### config.mk
export PLATFORM = sky130hd
export DESIGN_NAME = iir_direct_form_two_filter
export DESIGN_NICKNAME = d
export VERILOG_FILES = /design/src/hw/rtl/iir_dft_pkg.sv /design/src/hw/rtl/iir_direct_form_two_filter.sv /design/src/hw/rtl/iir_dft_regs.sv /design/src/hw/rtl/iir_dft_mac.sv
export VERILOG_INCLUDE_DIRS = /design/src /design/src/hw/rtl
export SDC_FILE = /design/constraint.sdc
export NUM_CORES = 2
export LEC_CHECK = 0
export BUFFER_PORTS_ARGS = -buffer_cell sky130_fd_sc_hd__buf_2
export CAP_MARGIN = 20
export CELL_PAD_IN_SITES_DETAIL_PLACEMENT = 0
export CELL_PAD_IN_SITES_GLOBAL_PLACEMENT = 1
export CORE_ASPECT_RATIO = 1.75
export CORE_MARGIN = 8
export CORE_UTILIZATION = 51
export CTS_CLUSTER_SIZE = 40
export DETAILED_ROUTE_END_ITERATION = 16
export GPL_TIMING_DRIVEN = 0
export MAX_ROUTING_LAYER = met4
export PLACE_DENSITY = 0.86
export SETUP_SLACK_MARGIN = 0.02
export SYNTH_ARGS = -nofsm -noshare
export SYNTH_HDL_FRONTEND = slang
export SYNTH_SLANG_ARGS = --single-unit
### constraint.sdc
create_clock -name clk -period 12.3 [get_ports clk]
set_clock_uncertainty 0.05 [all_clocks]
set_input_delay 2.46 -clock clk [delete_from_list [all_inputs] [get_ports clk]]
set_output_delay 2.46 -clock clk [all_outputs]
set_load 0.005 [all_outputs]
### src/hw/rtl/iir_direct_form_two_filter_defines.svh
// Assertion helpers shared by the filter RTL.
// Both sample on the rising edge of clk and are off while rst_n is low.
`ifndef IIR_DIRECT_FORM_TWO_FILTER_DEFINES_SVH
`define IIR_DIRECT_FORM_TWO_FILTER_DEFINES_SVH

// Same-cycle implication
`define IIR_DFT_ASSERT_IMP(lbl, ante, cons, msg) \
  lbl: assert property (@(posedge clk) disable iff (!rst_n) (ante) |-> (cons)) \
    else $error(msg);

// Next-cycle implication
`define IIR_DFT_ASSERT_NXT(lbl, ante, cons, msg) \
  lbl: assert property (@(posedge clk) disable iff (!rst_n) (ante) |=> (cons)) \
    else $error(msg);

`endif

### src/hw/rtl/iir_dft_pkg.sv
package iir_dft_pkg;

  // Filter order: number of taps including the current internal value (2..4)
  localparam int TAPS        = 4;
  localparam int DELAY_DEPTH = 3;
  localparam int STEP_W      = $clog2(TAPS);
  localparam int DLY_IDX_W   = $clog2(DELAY_DEPTH);

  localparam int SAMPLE_W  = 16;
  localparam int COEF_W    = 16;
  localparam int W_W       = 24;
  localparam int PROD_W    = COEF_W + W_W;
  localparam int ACC_W     = 44;
  localparam int FRAC_BITS = 14;
  localparam int RND_W     = ACC_W - FRAC_BITS;

  localparam logic signed [COEF_W-1:0] ONE_Q14 = COEF_W'(1 << FRAC_BITS);
  localparam logic [ACC_W-1:0] HALF_LSB = ACC_W'(1) << (FRAC_BITS - 1);

  // Configuration register map
  localparam int CFG_IDX_W = 3;
  localparam logic [CFG_IDX_W-1:0] REG_FB1 = 3'd0;
  localparam logic [CFG_IDX_W-1:0] REG_FB2 = 3'd1;
  localparam logic [CFG_IDX_W-1:0] REG_FB3 = 3'd2;
  localparam logic [CFG_IDX_W-1:0] REG_FF0 = 3'd3;
  localparam logic [CFG_IDX_W-1:0] REG_FF1 = 3'd4;
  localparam logic [CFG_IDX_W-1:0] REG_FF2 = 3'd5;
  localparam logic [CFG_IDX_W-1:0] REG_FF3 = 3'd6;

  // Coefficient bank; entry k-1 of fb/ff belongs to delay element k-1
  typedef struct packed {
    logic [DELAY_DEPTH-1:0][COEF_W-1:0] fb;
    logic [COEF_W-1:0]                  ff0;
    logic [DELAY_DEPTH-1:0][COEF_W-1:0] ff;
  } coef_bank_t;

  // One multiply-accumulate operation
  typedef struct packed {
    logic en;    // operation valid
    logic load;  // start a new sum with this product
    logic neg;   // subtract the product
    logic last;  // final product of the sum
  } mac_ctl_t;

endpackage

### src/hw/rtl/iir_direct_form_two_filter.sv
// Direct form II IIR filter, one shared 16x24 multiply-accumulate unit.
// Per item: sample and feedback taps go through the MAC, then the forward taps, then
//   forward tap 0 once the internal value is known, then the output step. A new item
//   is taken only after the last result is issued, so a stalled result delays it.
// Reset (rst_n low, synchronous): coefficients to defaults (forward_coef_0 =
//   1.0, others 0), delay line cleared, sequencer idle, no result pending.
`include "iir_direct_form_two_filter_defines.svh"

module iir_direct_form_two_filter
  import iir_dft_pkg::*;
(
  input  logic                       clk,
  input  logic                       rst_n,
  input  logic                       in_valid,
  output logic                       in_stall,
  input  logic signed [SAMPLE_W-1:0] in_sample_in,
  output logic                       out_valid,
  input  logic                       out_stall,
  output logic signed [SAMPLE_W-1:0] out_sample_out,
  input  logic                       cfg_valid,
  output logic                       cfg_ready,
  input  logic [CFG_IDX_W-1:0]       cfg_index,
  input  logic [COEF_W-1:0]          cfg_data
);

  typedef enum logic [5:0] {
    S_IDLE = 6'b000001,
    S_FB   = 6'b000010,
    S_FF   = 6'b000100,
    S_F0   = 6'b001000,
    S_Y    = 6'b010000,
    S_OUT  = 6'b100000
  } state_t;

  state_t                      state_r, state_nxt;
  logic [STEP_W-1:0]           cnt_r, cnt_nxt;
  logic [DLY_IDX_W-1:0]        k_idx;
  logic signed [W_W-1:0]       dly_r [DELAY_DEPTH];
  logic signed [W_W-1:0]       w_r;
  logic                        w_vld_r;
  logic                        out_valid_r;
  logic signed [SAMPLE_W-1:0]  out_sample_r;

  coef_bank_t                  coefs;
  mac_ctl_t                    mac_ctl;
  logic signed [COEF_W-1:0]    mac_coef;
  logic signed [W_W-1:0]       mac_data;
  logic signed [ACC_W-1:0]     mac_acc;
  logic                        mac_done;

  logic                        in_acc;
  logic                        out_free;
  logic                        step_last;
  logic [ACC_W-1:0]            rnd_sum;
  logic signed [RND_W-1:0]     rnd_q;

  // Saturate the rounded sum to the internal-value range
  function automatic logic signed [W_W-1:0] sat_w(input logic signed [RND_W-1:0] v);
    if (&v[RND_W-1:W_W-1] || ~|v[RND_W-1:W_W-1]) begin
      return v[W_W-1:0];
    end
    return {v[RND_W-1], {(W_W-1){~v[RND_W-1]}}};
  endfunction

  // Saturate the rounded sum to the sample range
  function automatic logic signed [SAMPLE_W-1:0] sat_o(input logic signed [RND_W-1:0] v);
    if (&v[RND_W-1:SAMPLE_W-1] || ~|v[RND_W-1:SAMPLE_W-1]) begin
      return v[SAMPLE_W-1:0];
    end
    return {v[RND_W-1], {(SAMPLE_W-1){~v[RND_W-1]}}};
  endfunction

  iir_dft_regs u_regs (
    .clk       (clk),
    .rst_n     (rst_n),
    .cfg_valid (cfg_valid),
    .cfg_ready (cfg_ready),
    .cfg_index (cfg_index),
    .cfg_data  (cfg_data),
    .coefs     (coefs)
  );

  iir_dft_mac u_mac (
    .clk   (clk),
    .rst_n (rst_n),
    .ctl   (mac_ctl),
    .coef  (mac_coef),
    .data  (mac_data),
    .acc   (mac_acc),
    .done  (mac_done)
  );

  assign in_stall  = (state_r != S_IDLE);
  assign in_acc    = in_valid && !in_stall;
  assign out_free  = !out_valid_r || !out_stall;
  assign step_last = (cnt_r == STEP_W'(TAPS - 1));
  assign k_idx     = DLY_IDX_W'(cnt_r - 1'b1);

  // round half up: floor((acc + 2^13) / 2^14)
  assign rnd_sum = mac_acc + HALF_LSB;
  assign rnd_q   = rnd_sum[ACC_W-1:FRAC_BITS];

  // MAC operation issue
  always_comb begin
    mac_ctl  = '0;
    mac_coef = '0;
    mac_data = '0;
    unique case (state_r)
      S_IDLE: begin
        if (in_acc) begin
          // start with the sample scaled to Q14
          mac_ctl.en   = 1'b1;
          mac_ctl.load = 1'b1;
          mac_coef     = ONE_Q14;
          mac_data     = {{(W_W-SAMPLE_W){in_sample_in[SAMPLE_W-1]}}, in_sample_in};
        end
      end
      S_FB: begin
        mac_ctl.en   = 1'b1;
        mac_ctl.neg  = 1'b1;
        mac_ctl.last = step_last;
        mac_coef     = coefs.fb[k_idx];
        mac_data     = dly_r[k_idx];
      end
      S_FF: begin
        mac_ctl.en   = 1'b1;
        mac_ctl.load = (cnt_r == STEP_W'(1));
        mac_coef     = coefs.ff[k_idx];
        mac_data     = dly_r[k_idx];
      end
      S_F0: begin
        // current internal value goes last, once it is known
        if (w_vld_r) begin
          mac_ctl.en   = 1'b1;
          mac_ctl.last = 1'b1;
          mac_coef     = coefs.ff0;
          mac_data     = w_r;
        end
      end
      S_Y, S_OUT: ;
      default: ;
    endcase
  end

  // Sequencer
  always_comb begin
    state_nxt = state_r;
    cnt_nxt   = cnt_r;
    unique case (state_r)
      S_IDLE: begin
        if (in_acc) begin
          state_nxt = S_FB;
          cnt_nxt   = STEP_W'(1);
        end
      end
      S_FB: begin
        if (step_last) begin
          state_nxt = S_FF;
          cnt_nxt   = STEP_W'(1);
        end else begin
          cnt_nxt = cnt_r + 1'b1;
        end
      end
      S_FF: begin
        if (step_last) begin
          state_nxt = S_F0;
        end else begin
          cnt_nxt = cnt_r + 1'b1;
        end
      end
      S_F0: if (w_vld_r) state_nxt = S_Y;
      S_Y:  if (mac_done) state_nxt = S_OUT;
      S_OUT: if (out_free) state_nxt = S_IDLE;
      default: state_nxt = S_IDLE;
    endcase
  end

  always_ff @(posedge clk) begin
    if (!rst_n) begin
      state_r <= S_IDLE;
      cnt_r   <= '0;
    end else begin
      state_r <= state_nxt;
      cnt_r   <= cnt_nxt;
    end
  end

  // Internal value: first finished sum of the item
  always_ff @(posedge clk) begin
    if (!rst_n) begin
      w_vld_r <= 1'b0;
    end else if (mac_done && !w_vld_r) begin
      w_vld_r <= 1'b1;
    end else if (state_r == S_OUT && out_free) begin
      w_vld_r <= 1'b0;
    end
  end

  always_ff @(posedge clk) begin
    if (mac_done && !w_vld_r) begin
      w_r <= sat_w(rnd_q);
    end
  end

  // Delay line shifts once per item as the result is issued
  always_ff @(posedge clk) begin
    if (!rst_n) begin
      for (int i = 0; i < DELAY_DEPTH; i++) begin
        dly_r[i] <= '0;
      end
    end else if (state_r == S_OUT && out_free) begin
      dly_r[0] <= w_r;
      for (int i = 1; i < DELAY_DEPTH; i++) begin
        dly_r[i] <= dly_r[i-1];
      end
    end
  end

  // Output register
  always_ff @(posedge clk) begin
    if (!rst_n) begin
      out_valid_r <= 1'b0;
    end else if (state_r == S_OUT && out_free) begin
      out_valid_r <= 1'b1;
    end else if (!out_stall) begin
      out_valid_r <= 1'b0;
    end
  end

  always_ff @(posedge clk) begin
    if (state_r == S_OUT && out_free) begin
      out_sample_r <= sat_o(rnd_q);
    end
  end

  assign out_valid      = out_valid_r;
  assign out_sample_out = out_sample_r;

  // Checks
  `IIR_DFT_ASSERT_IMP(a_out_from_seq, $rose(out_valid_r), $past(state_r) == S_OUT,
                      "result without sequencer output step")
  `IIR_DFT_ASSERT_IMP(a_w_before_ff0, mac_ctl.en && mac_ctl.last && state_r == S_F0,
                      w_vld_r, "forward tap 0 issued before internal value")
  `IIR_DFT_ASSERT_IMP(a_fb_done_phase, mac_done && !w_vld_r,
                      state_r == S_FF || state_r == S_F0, "feedback sum finished out of phase")
  `IIR_DFT_ASSERT_NXT(a_dly_hold, state_r != S_OUT, $stable(dly_r[0]),
                      "delay line moved outside output step")

endmodule

### src/hw/rtl/iir_dft_regs.sv
module iir_dft_regs
  import iir_dft_pkg::*;
(
  input  logic                 clk,
  input  logic                 rst_n,
  input  logic                 cfg_valid,
  output logic                 cfg_ready,
  input  logic [CFG_IDX_W-1:0] cfg_index,
  input  logic [COEF_W-1:0]    cfg_data,
  output coef_bank_t           coefs
);

  coef_bank_t bank_r;

  // always ready; writes beyond the map are dropped
  assign cfg_ready = 1'b1;
  assign coefs     = bank_r;

  always_ff @(posedge clk) begin
    if (!rst_n) begin
      // feedback taps 0, forward tap 0 at 1.0, other forward taps 0
      bank_r <= {{(DELAY_DEPTH*COEF_W){1'b0}}, ONE_Q14, {(DELAY_DEPTH*COEF_W){1'b0}}};
    end else if (cfg_valid) begin
      unique case (cfg_index)
        REG_FB1: bank_r.fb[0] <= cfg_data;
        REG_FB2: bank_r.fb[1] <= cfg_data;
        REG_FB3: bank_r.fb[2] <= cfg_data;
        REG_FF0: bank_r.ff0   <= cfg_data;
        REG_FF1: bank_r.ff[0] <= cfg_data;
        REG_FF2: bank_r.ff[1] <= cfg_data;
        REG_FF3: bank_r.ff[2] <= cfg_data;
        default: ;
      endcase
    end
  end

endmodule

### src/hw/rtl/iir_dft_mac.sv
module iir_dft_mac
  import iir_dft_pkg::*;
(
  input  logic                     clk,
  input  logic                     rst_n,
  input  mac_ctl_t                 ctl,
  input  logic signed [COEF_W-1:0] coef,
  input  logic signed [W_W-1:0]    data,
  output logic signed [ACC_W-1:0]  acc,
  output logic                     done
);

  logic signed [PROD_W-1:0] prod_r;
  mac_ctl_t                 ctl_r;
  logic signed [ACC_W-1:0]  acc_r, acc_nxt;
  logic signed [ACC_W-1:0]  prod_ext;
  logic signed [ACC_W-1:0]  base;
  logic                     done_r;

  // stage 1: registered product
  always_ff @(posedge clk) begin
    prod_r <= coef * data;
  end

  always_ff @(posedge clk) begin
    if (!rst_n) begin
      ctl_r  <= '0;
      done_r <= 1'b0;
    end else begin
      ctl_r  <= ctl;
      done_r <= ctl_r.en && ctl_r.last;
    end
  end

  // stage 2: accumulate or restart
  assign prod_ext = {{(ACC_W-PROD_W){prod_r[PROD_W-1]}}, prod_r};
  assign base     = ctl_r.load ? '0 : acc_r;
  assign acc_nxt  = ctl_r.neg ? base - prod_ext : base + prod_ext;

  always_ff @(posedge clk) begin
    if (ctl_r.en) begin
      acc_r <= acc_nxt;
    end
  end

  assign acc  = acc_r;
  assign done = done_r;

endmodule

## Yosys cells after proc, flatten, opt, wreduce, memory -nomap -nowiden

Memory sizes are Yosys's and may differ from the RTL's.
Cells that the tools add are included.

- $add $sub $neg: 5
- Multipliers: 1
- Magnitude comparators: 1
- Eq/ne operators: 23
- Mux-type cells: 48
- Bitwise gates (word level): 4
- Reduce and logical (&&, ||, !) cells: 30

Operator list:

| operator | number |
|---|---|
| $mux 24 | 7 |
| $mux 44 | 2 |
| $mux 16 | 5 |
| $pmux 24 s3 | 1 |
| $bmux 16 s2 | 2 |
| $pmux 16 s4 | 1 |
| $add 44x14->44 const B | 1 |
| $add 44x40->44 | 1 |
| $sub 44x40->44 | 1 |
| $mul 16x24->40 | 1 |
| $mux 6 | 6 |
| $pmux 6 s6 | 1 |
| $mux 15 | 1 |
| $reduce_and 15->1 | 1 |
| $reduce_or 15->1 | 1 |
| $mux 1 | 14 |
| $reduce_and 2->1 | 7 |
| $ne 2x2->1 const B | 6 |
| $eq 3x3->1 const B | 3 |
| $mux 2 | 4 |
| $reduce_and 7->1 | 1 |
| $reduce_or 7->1 | 1 |
| $eq 3x2->1 const B | 2 |
| $eq 6x1->1 const B | 1 |
| 27 further kinds | 41 |

- Flip-flop bits (word level): 251
- Memory bits (writable): 72
- Bits of input ports: 40
- Memories: 1

Memories:

| name | words | width | rd ports | clocked after Yosys merged registers in | write ports | RTL line | text |
|---|---|---|---|---|---|---|---|
| dly_r | 3 | 24 | 3 | 0 | 3 | iir_direct_form_two_filter.sv:38 | `logic signed [W_W-1:0] dly_r [DELAY_DEPTH];` |

## Longest topological paths before layout

- Depth in word-level cells: 7
- Mapped depth: 34
- Depth with buffers taken out: 30

## Cells and area by module

A second synthesis with hierarchy kept.

- Cell total of the unflattened synthesis: 3,327
- Area, all modules: 31,126.1 sq um

Modules (own cells, without submodules):

| module | instances | cells an instance | area each (sq um) |
|---|---|---|---|
| iir_dft_mac | 1 | 2,231 | 19,748.9 |
| iir_direct_form_two_filter | 1 | 706 | 7,295.7 |
| iir_dft_regs | 1 | 390 | 4,081.4 |

## Least setup slack after synthesis

OpenSTA, ideal clock, no wires.

- Path kind: input to register
- Start point: input in_valid
- End point: register u_mac.prod_r[38]
- Arrival time: 9,485 ps
- Required time: 12,178 ps
- Slack: 2,693 ps
- Stages: 27
- Path buffers: 3
- Path through: and2_1 > clkbuf_1 > clkbuf_1 > clkbuf_1 > a221oi_1 > nor2_1 > fa_1 > inv_1 > fa_1 > fa_1 > inv_1 > fa_1 > fa_1 > inv_1 > fa_1 > inv_1 > ha_1 > a211oi_1 > nand2_1 > a2111oi_2 > a31oi_1 > o41a_1 > nand3_1 > nand2_1 > a21o_1 > o41ai_2 > xnor2_1

- Word-level cells in the longest chain between the ends: 4
- Elaborated cells between the ends (all ways): 6

RTL lines:

| what | RTL line | text |
|---|---|---|
| from (decl) | iir_direct_form_two_filter.sv:14 | `input logic in_valid,` |
| $logic_and 1x1->1 * | iir_direct_form_two_filter.sv:94 | `assign in_acc = in_valid && !in_stall;` |
| $mux 15 or $mux 24 (tied branches) | iir_direct_form_two_filter.sv:110 | `if (in_acc) begin` |
| $pmux 16 s4 or $pmux 24 s3 (tied branches) | iir_direct_form_two_filter.sv:108 | `unique case (state_r)` |
| $mul 16x24->40 * | iir_dft_mac.sv:22 | `prod_r <= coef * data;` |
| to (signal assigned) | iir_dft_mac.sv:22 |  |
| to (decl) | iir_dft_mac.sv:13 | `logic signed [PROD_W-1:0] prod_r;` |

Every way passes the cells marked *; elsewhere a longest branch is shown, timed or not.
A chain may end at the register's enable or synchronous reset.

## Worst setup path in the final report

- Start point: input in_valid
- End point: register u_mac.prod_r[39]

The elaborated chain is that of the path after synthesis.

==> run summary <==
The chip width was 202.0 µm; the global-route wire length before repair was 149.8 mm. The maximum frequency from static timing analysis came out at 0.09383 GHz. The floorplan step defined a die boundary enclosing 69,000 µm². The worst-case clock buffer depth was 3. Registers take 8029 µm². Measured against its own limit, the worst slew margin works out to -1.896%.

Entering global routing, the biggest net connects 73 pins. After floorplanning, the core was sized to cover 60,000 µm². Commonest register cell after synthesis: sky130_fd_sc_hd__dfxtp_1.

The largest total area in the synthesized netlist belongs to sky130_fd_sc_hd__fa_1. The synthesized net count came out at 3,960. Once the clock tree was built, the setup fixing pass inserted 0 buffers. Aggregate negative setup slack: 0 ps. The die height works out to 341.5 µm. In the post-synthesis netlist, the biggest area contributors are sky130_fd_sc_hd__fa_1 (24%), sky130_fd_sc_hd__edfxtp_1 (15%), sky130_fd_sc_hd__dfxtp_1 (11%).

The logs give 20,560 µm² for the area taken by multi-input logic gates and 89 for the number of different library cells in the post-synthesis netlist. Dividing the final minimum period by the clock period gives 86.65%. The source of the worst hold timing path was u_regs.coefs[73]$_SDFFE_PN0P_.

On the worst path, the slowest cell contributes a delay of 920 ps. The tools report the cell at the root of the clock tree as sky130_fd_sc_hd__clkbuf_16. Setup repair after global routing left no endpoint under its margin. Slew at the pin closest to its max-slew limit: 1528 ps.

The number of endpoints with negative hold slack in the final report is 0, and the worst vdd rail ir drop is 0.1435 mV. Relative to the synthesized area, the layout overhead comes to 8.929%. The sequential area share after synthesis came out at 25.99%. The layout filler cell count came out at 5,514.

The total standard cell area after synthesis came out at 30,880 µm². For the utilization after layout, the log shows 56.07%. The static power due to leakage is 0.01481 µW.

CTS H-tree depth: 2. For met1 alone, demand over resource in global routing was 27.91%. The checks that failed: slew limit. Number of global-route vias before repair: 25,740. TritonCTS built the clock tree.

The commonest cells after synthesis are sky130_fd_sc_hd__nand2_1 (478), sky130_fd_sc_hd__inv_1 (454), sky130_fd_sc_hd__fa_1 (375). Setup violations remaining at the end of the flow were counted as 0. The synthesized design contains 156 enable-type register cells. At the end of routability-driven placement, the weighted congestion stood at 0.9817. The path type of the worst min-delay path was flip-flop to flip-flop.

Among all stages on the critical path, the largest delay is contributed by sky130_fd_sc_hd__a221oi_2. The tools report the synthesized instance count as 3,399. The data arrival time of the critical path was 11,120 ps. The most repeated library cell on the critical path is sky130_fd_sc_hd__fa_1. During synthesis, Yosys emitted a total of 0 warnings. The number of antenna violations at the first check in global routing was 0; the final HPWL from detailed placement was 80.18 mm. Once detail routing completed, the nets flagged for antenna violations numbered 0. For this run, global-route usage on met2 was measured as 50.42%. The first routing iteration left 1,380 violations. The number of clock sinks was 323. The detailed router placed 24,580 vias in this run. The run gives 6 as the total count of max-transition violations in the final report. Most frequently used cell type in the post-synthesis netlist: sky130_fd_sc_hd__nand2_1. The average wire length per cell after detail routing works out to 22.46 µm. Global routing used 29.16% of the available tracks across all layers. The met3 routing resource usage after global routing is 3.721%, and the count of buffers from port buffering is 56. The logs give 0 for the residual overflow from global routing and 580 ps for the worst-skew pair later-pin latency. Clock-pin slew was measured on the worst setup and hold paths at 80 ps.

The final layout contains 4,079 nets. The startpoint identified for the worst register-to-register timing path is cnt_r[1]$_SDFFE_PN0P_. After clock tree synthesis, the repair step resized 0 gates. The worst setup path is captured at a flip-flop. The first TritonRoute pass finished after 5 iterations. The class of the most critical setup path is input pin to flip-flop. The total number of placement rows is 119.

The tool flagged a number of max-cap violations equal to 0. The required arrival time at the worst endpoint came out at 12,760 ps. The run finished, with violations left. After detailed routing, the number of vias per cell comes to 5.678. The global routing stage identified its most utilized layer as met2. The number of hold buffers added after cts was 0; the worst reg2reg path depth was 30.

The final period demand of the worst path is 10,660 ps, and the fraction of final layout cells sized beyond drive strength 1 is 6.155%. The share of flip-flops with an asynchronous set or reset after synthesis was 0%; the top-area cell type share of the netlist area was 24.31%. In the routed design, unresolved DRC markers number 0. The worst setup path is launched from an input pin.

The number of CTS-inserted buffers was 34; the power density of the placed cells was 125.3 nW/µm². The path with the worst hold slack has its endpoint at u_regs.coefs[73]$_SDFFE_PN0P_. During I/O placement, the number of pins put on the boundary was 59.

Wires add up to 97.24 mm. The effective utilization at floorplan came out at 51.47%. The run gives 1960 ps as the minimum setup slack among reg-to-reg paths.

Reg-to-reg endpoint: u_mac.prod_r[39]$_DFF_P_. The highest net fanout along the worst path was 10; the worst hold path stage count was 2. In this run, synthesis produced a sequential element count of 323. Average cell area after synthesis: 9.086 µm².
[area by class of cell]
type,instances,area share (%)
antenna,1,0.007438
buffer,163,2.049
clock buffer,45,2.681
clock inverter,15,0.7513
inverter,454,5.065
multi-input combinational,2459,61.12
sequential,323,23.87
tap,786,2.923
timing repair buffer,83,1.540
[layer usage]
layer	part of all wire, %	wire [µm]	vias to the layer above
met2	51	49180	757
met3	4.8	4716	410
met5	0	0	-
met4	12	11530	0
li1	-	-	11370
met1	33	31810	12050
[registers in the layout (all words and copies together) (netlist names)]
| signal | count |
|---|---|
| cnt_r | 2 |
| dly_r | 72 |
| out_sample_out | 16 |
| out_valid | 1 |
| state_r | 6 |
| u_mac.acc | 44 |
| u_mac.ctl_r | 4 |
| u_mac.done | 1 |
| u_mac.prod_r | 40 |
| u_regs.coefs | 112 |
| w_r | 24 |
| w_vld_r | 1 |
[cell families (layout without fill, tap and decap cells)]
group	after synthesis	count (layout)	synth area share, %
other cells	1	2	0.01214
mux	74	74	2.447
fa+ha+maj	521	521	30.22
flops	323	323	25.99
xor+xnor	141	141	3.999
simple gates	1160	1160	17.19
buf+inv	617	760	7.750
compound gates	562	562	12.39
[how the worst max path moves through the flow]
stage,startpoint,endpoint,slack [ps],depth (start not counted)
floorplan,in_valid,u_mac.prod_r[38]$_DFF_P_,2690,27
global placement,in_valid,u_mac.prod_r[39]$_DFF_P_,300,28
detailed placement,in_valid,u_mac.prod_r[39]$_DFF_P_,1260,29
CTS,in_valid,u_mac.prod_r[39]$_DFF_P_,1820,29
finish,in_valid,u_mac.prod_r[39]$_DFF_P_,1640,29
global route,in_valid,u_mac.prod_r[39]$_DFF_P_,1330,29
[cell usage in the layout (no fill, tap or decap), types with 23 or more instances in the layout]
cell type | synthesis | final
sky130_fd_sc_hd__a21boi_0 | 117 | 117
sky130_fd_sc_hd__a21o_1 | 41 | 41
sky130_fd_sc_hd__a21oi_1 | 160 | 160
sky130_fd_sc_hd__a221o_1 | 23 | 23
sky130_fd_sc_hd__and3_1 | 93 | 93
sky130_fd_sc_hd__buf_2 | 31 | 94
sky130_fd_sc_hd__clkbuf_1 | 122 | 132
sky130_fd_sc_hd__clkbuf_16 | 0 | 34
sky130_fd_sc_hd__dfxtp_1 | 167 | 166
sky130_fd_sc_hd__edfxtp_1 | 156 | 156
sky130_fd_sc_hd__fa_1 | 375 | 375
sky130_fd_sc_hd__ha_1 | 146 | 146
sky130_fd_sc_hd__inv_1 | 454 | 454
sky130_fd_sc_hd__mux2i_1 | 71 | 71
sky130_fd_sc_hd__nand2_1 | 478 | 478
sky130_fd_sc_hd__nand2b_1 | 35 | 34
sky130_fd_sc_hd__nand3_1 | 28 | 28
sky130_fd_sc_hd__nor2_1 | 327 | 327
sky130_fd_sc_hd__nor2b_1 | 67 | 66
sky130_fd_sc_hd__nor3_1 | 36 | 36
sky130_fd_sc_hd__o21ai_0 | 53 | 53
sky130_fd_sc_hd__xnor2_1 | 100 | 100
sky130_fd_sc_hd__xor2_1 | 41 | 41
[power breakdown]
part	total [µW]	switching [µW]	leakage (µW)	internal (µW)
Combinational	1750	1100	0.0114	644
Clock	1100	470	0.000555	630
Sequential	1370	86.4	0.00286	1280
Total	4220	1660	0.0148	2560
[critical path: cells and delay by family]
family	cells	cell delay [ps]
adders and majority gates	7	3400
xor gates and xnor gates	1	130
buffers and inverters	9	1500
AOI/OAI and AO/OA	9	3190
and+or+nand+nor	3	410
[stage by stage]
step	instance area, µm²	hold slack (ps)	instances	power, µW	setup slack (ps)
6_report	33640	413.8	4329	4216	1642
2_1_floorplan	30880	386.5	3399	2584	2693
3_5_place_dp	32480	395.3	4268	3112	1261
5_1_grt	33640	428.7	4328	4427	1327
4_1_cts	33640	415.9	4328	4218	1819
3_3_place_gp	32150	398.5	4241	3089	304.4
Power figures use the tool's default switching activity.
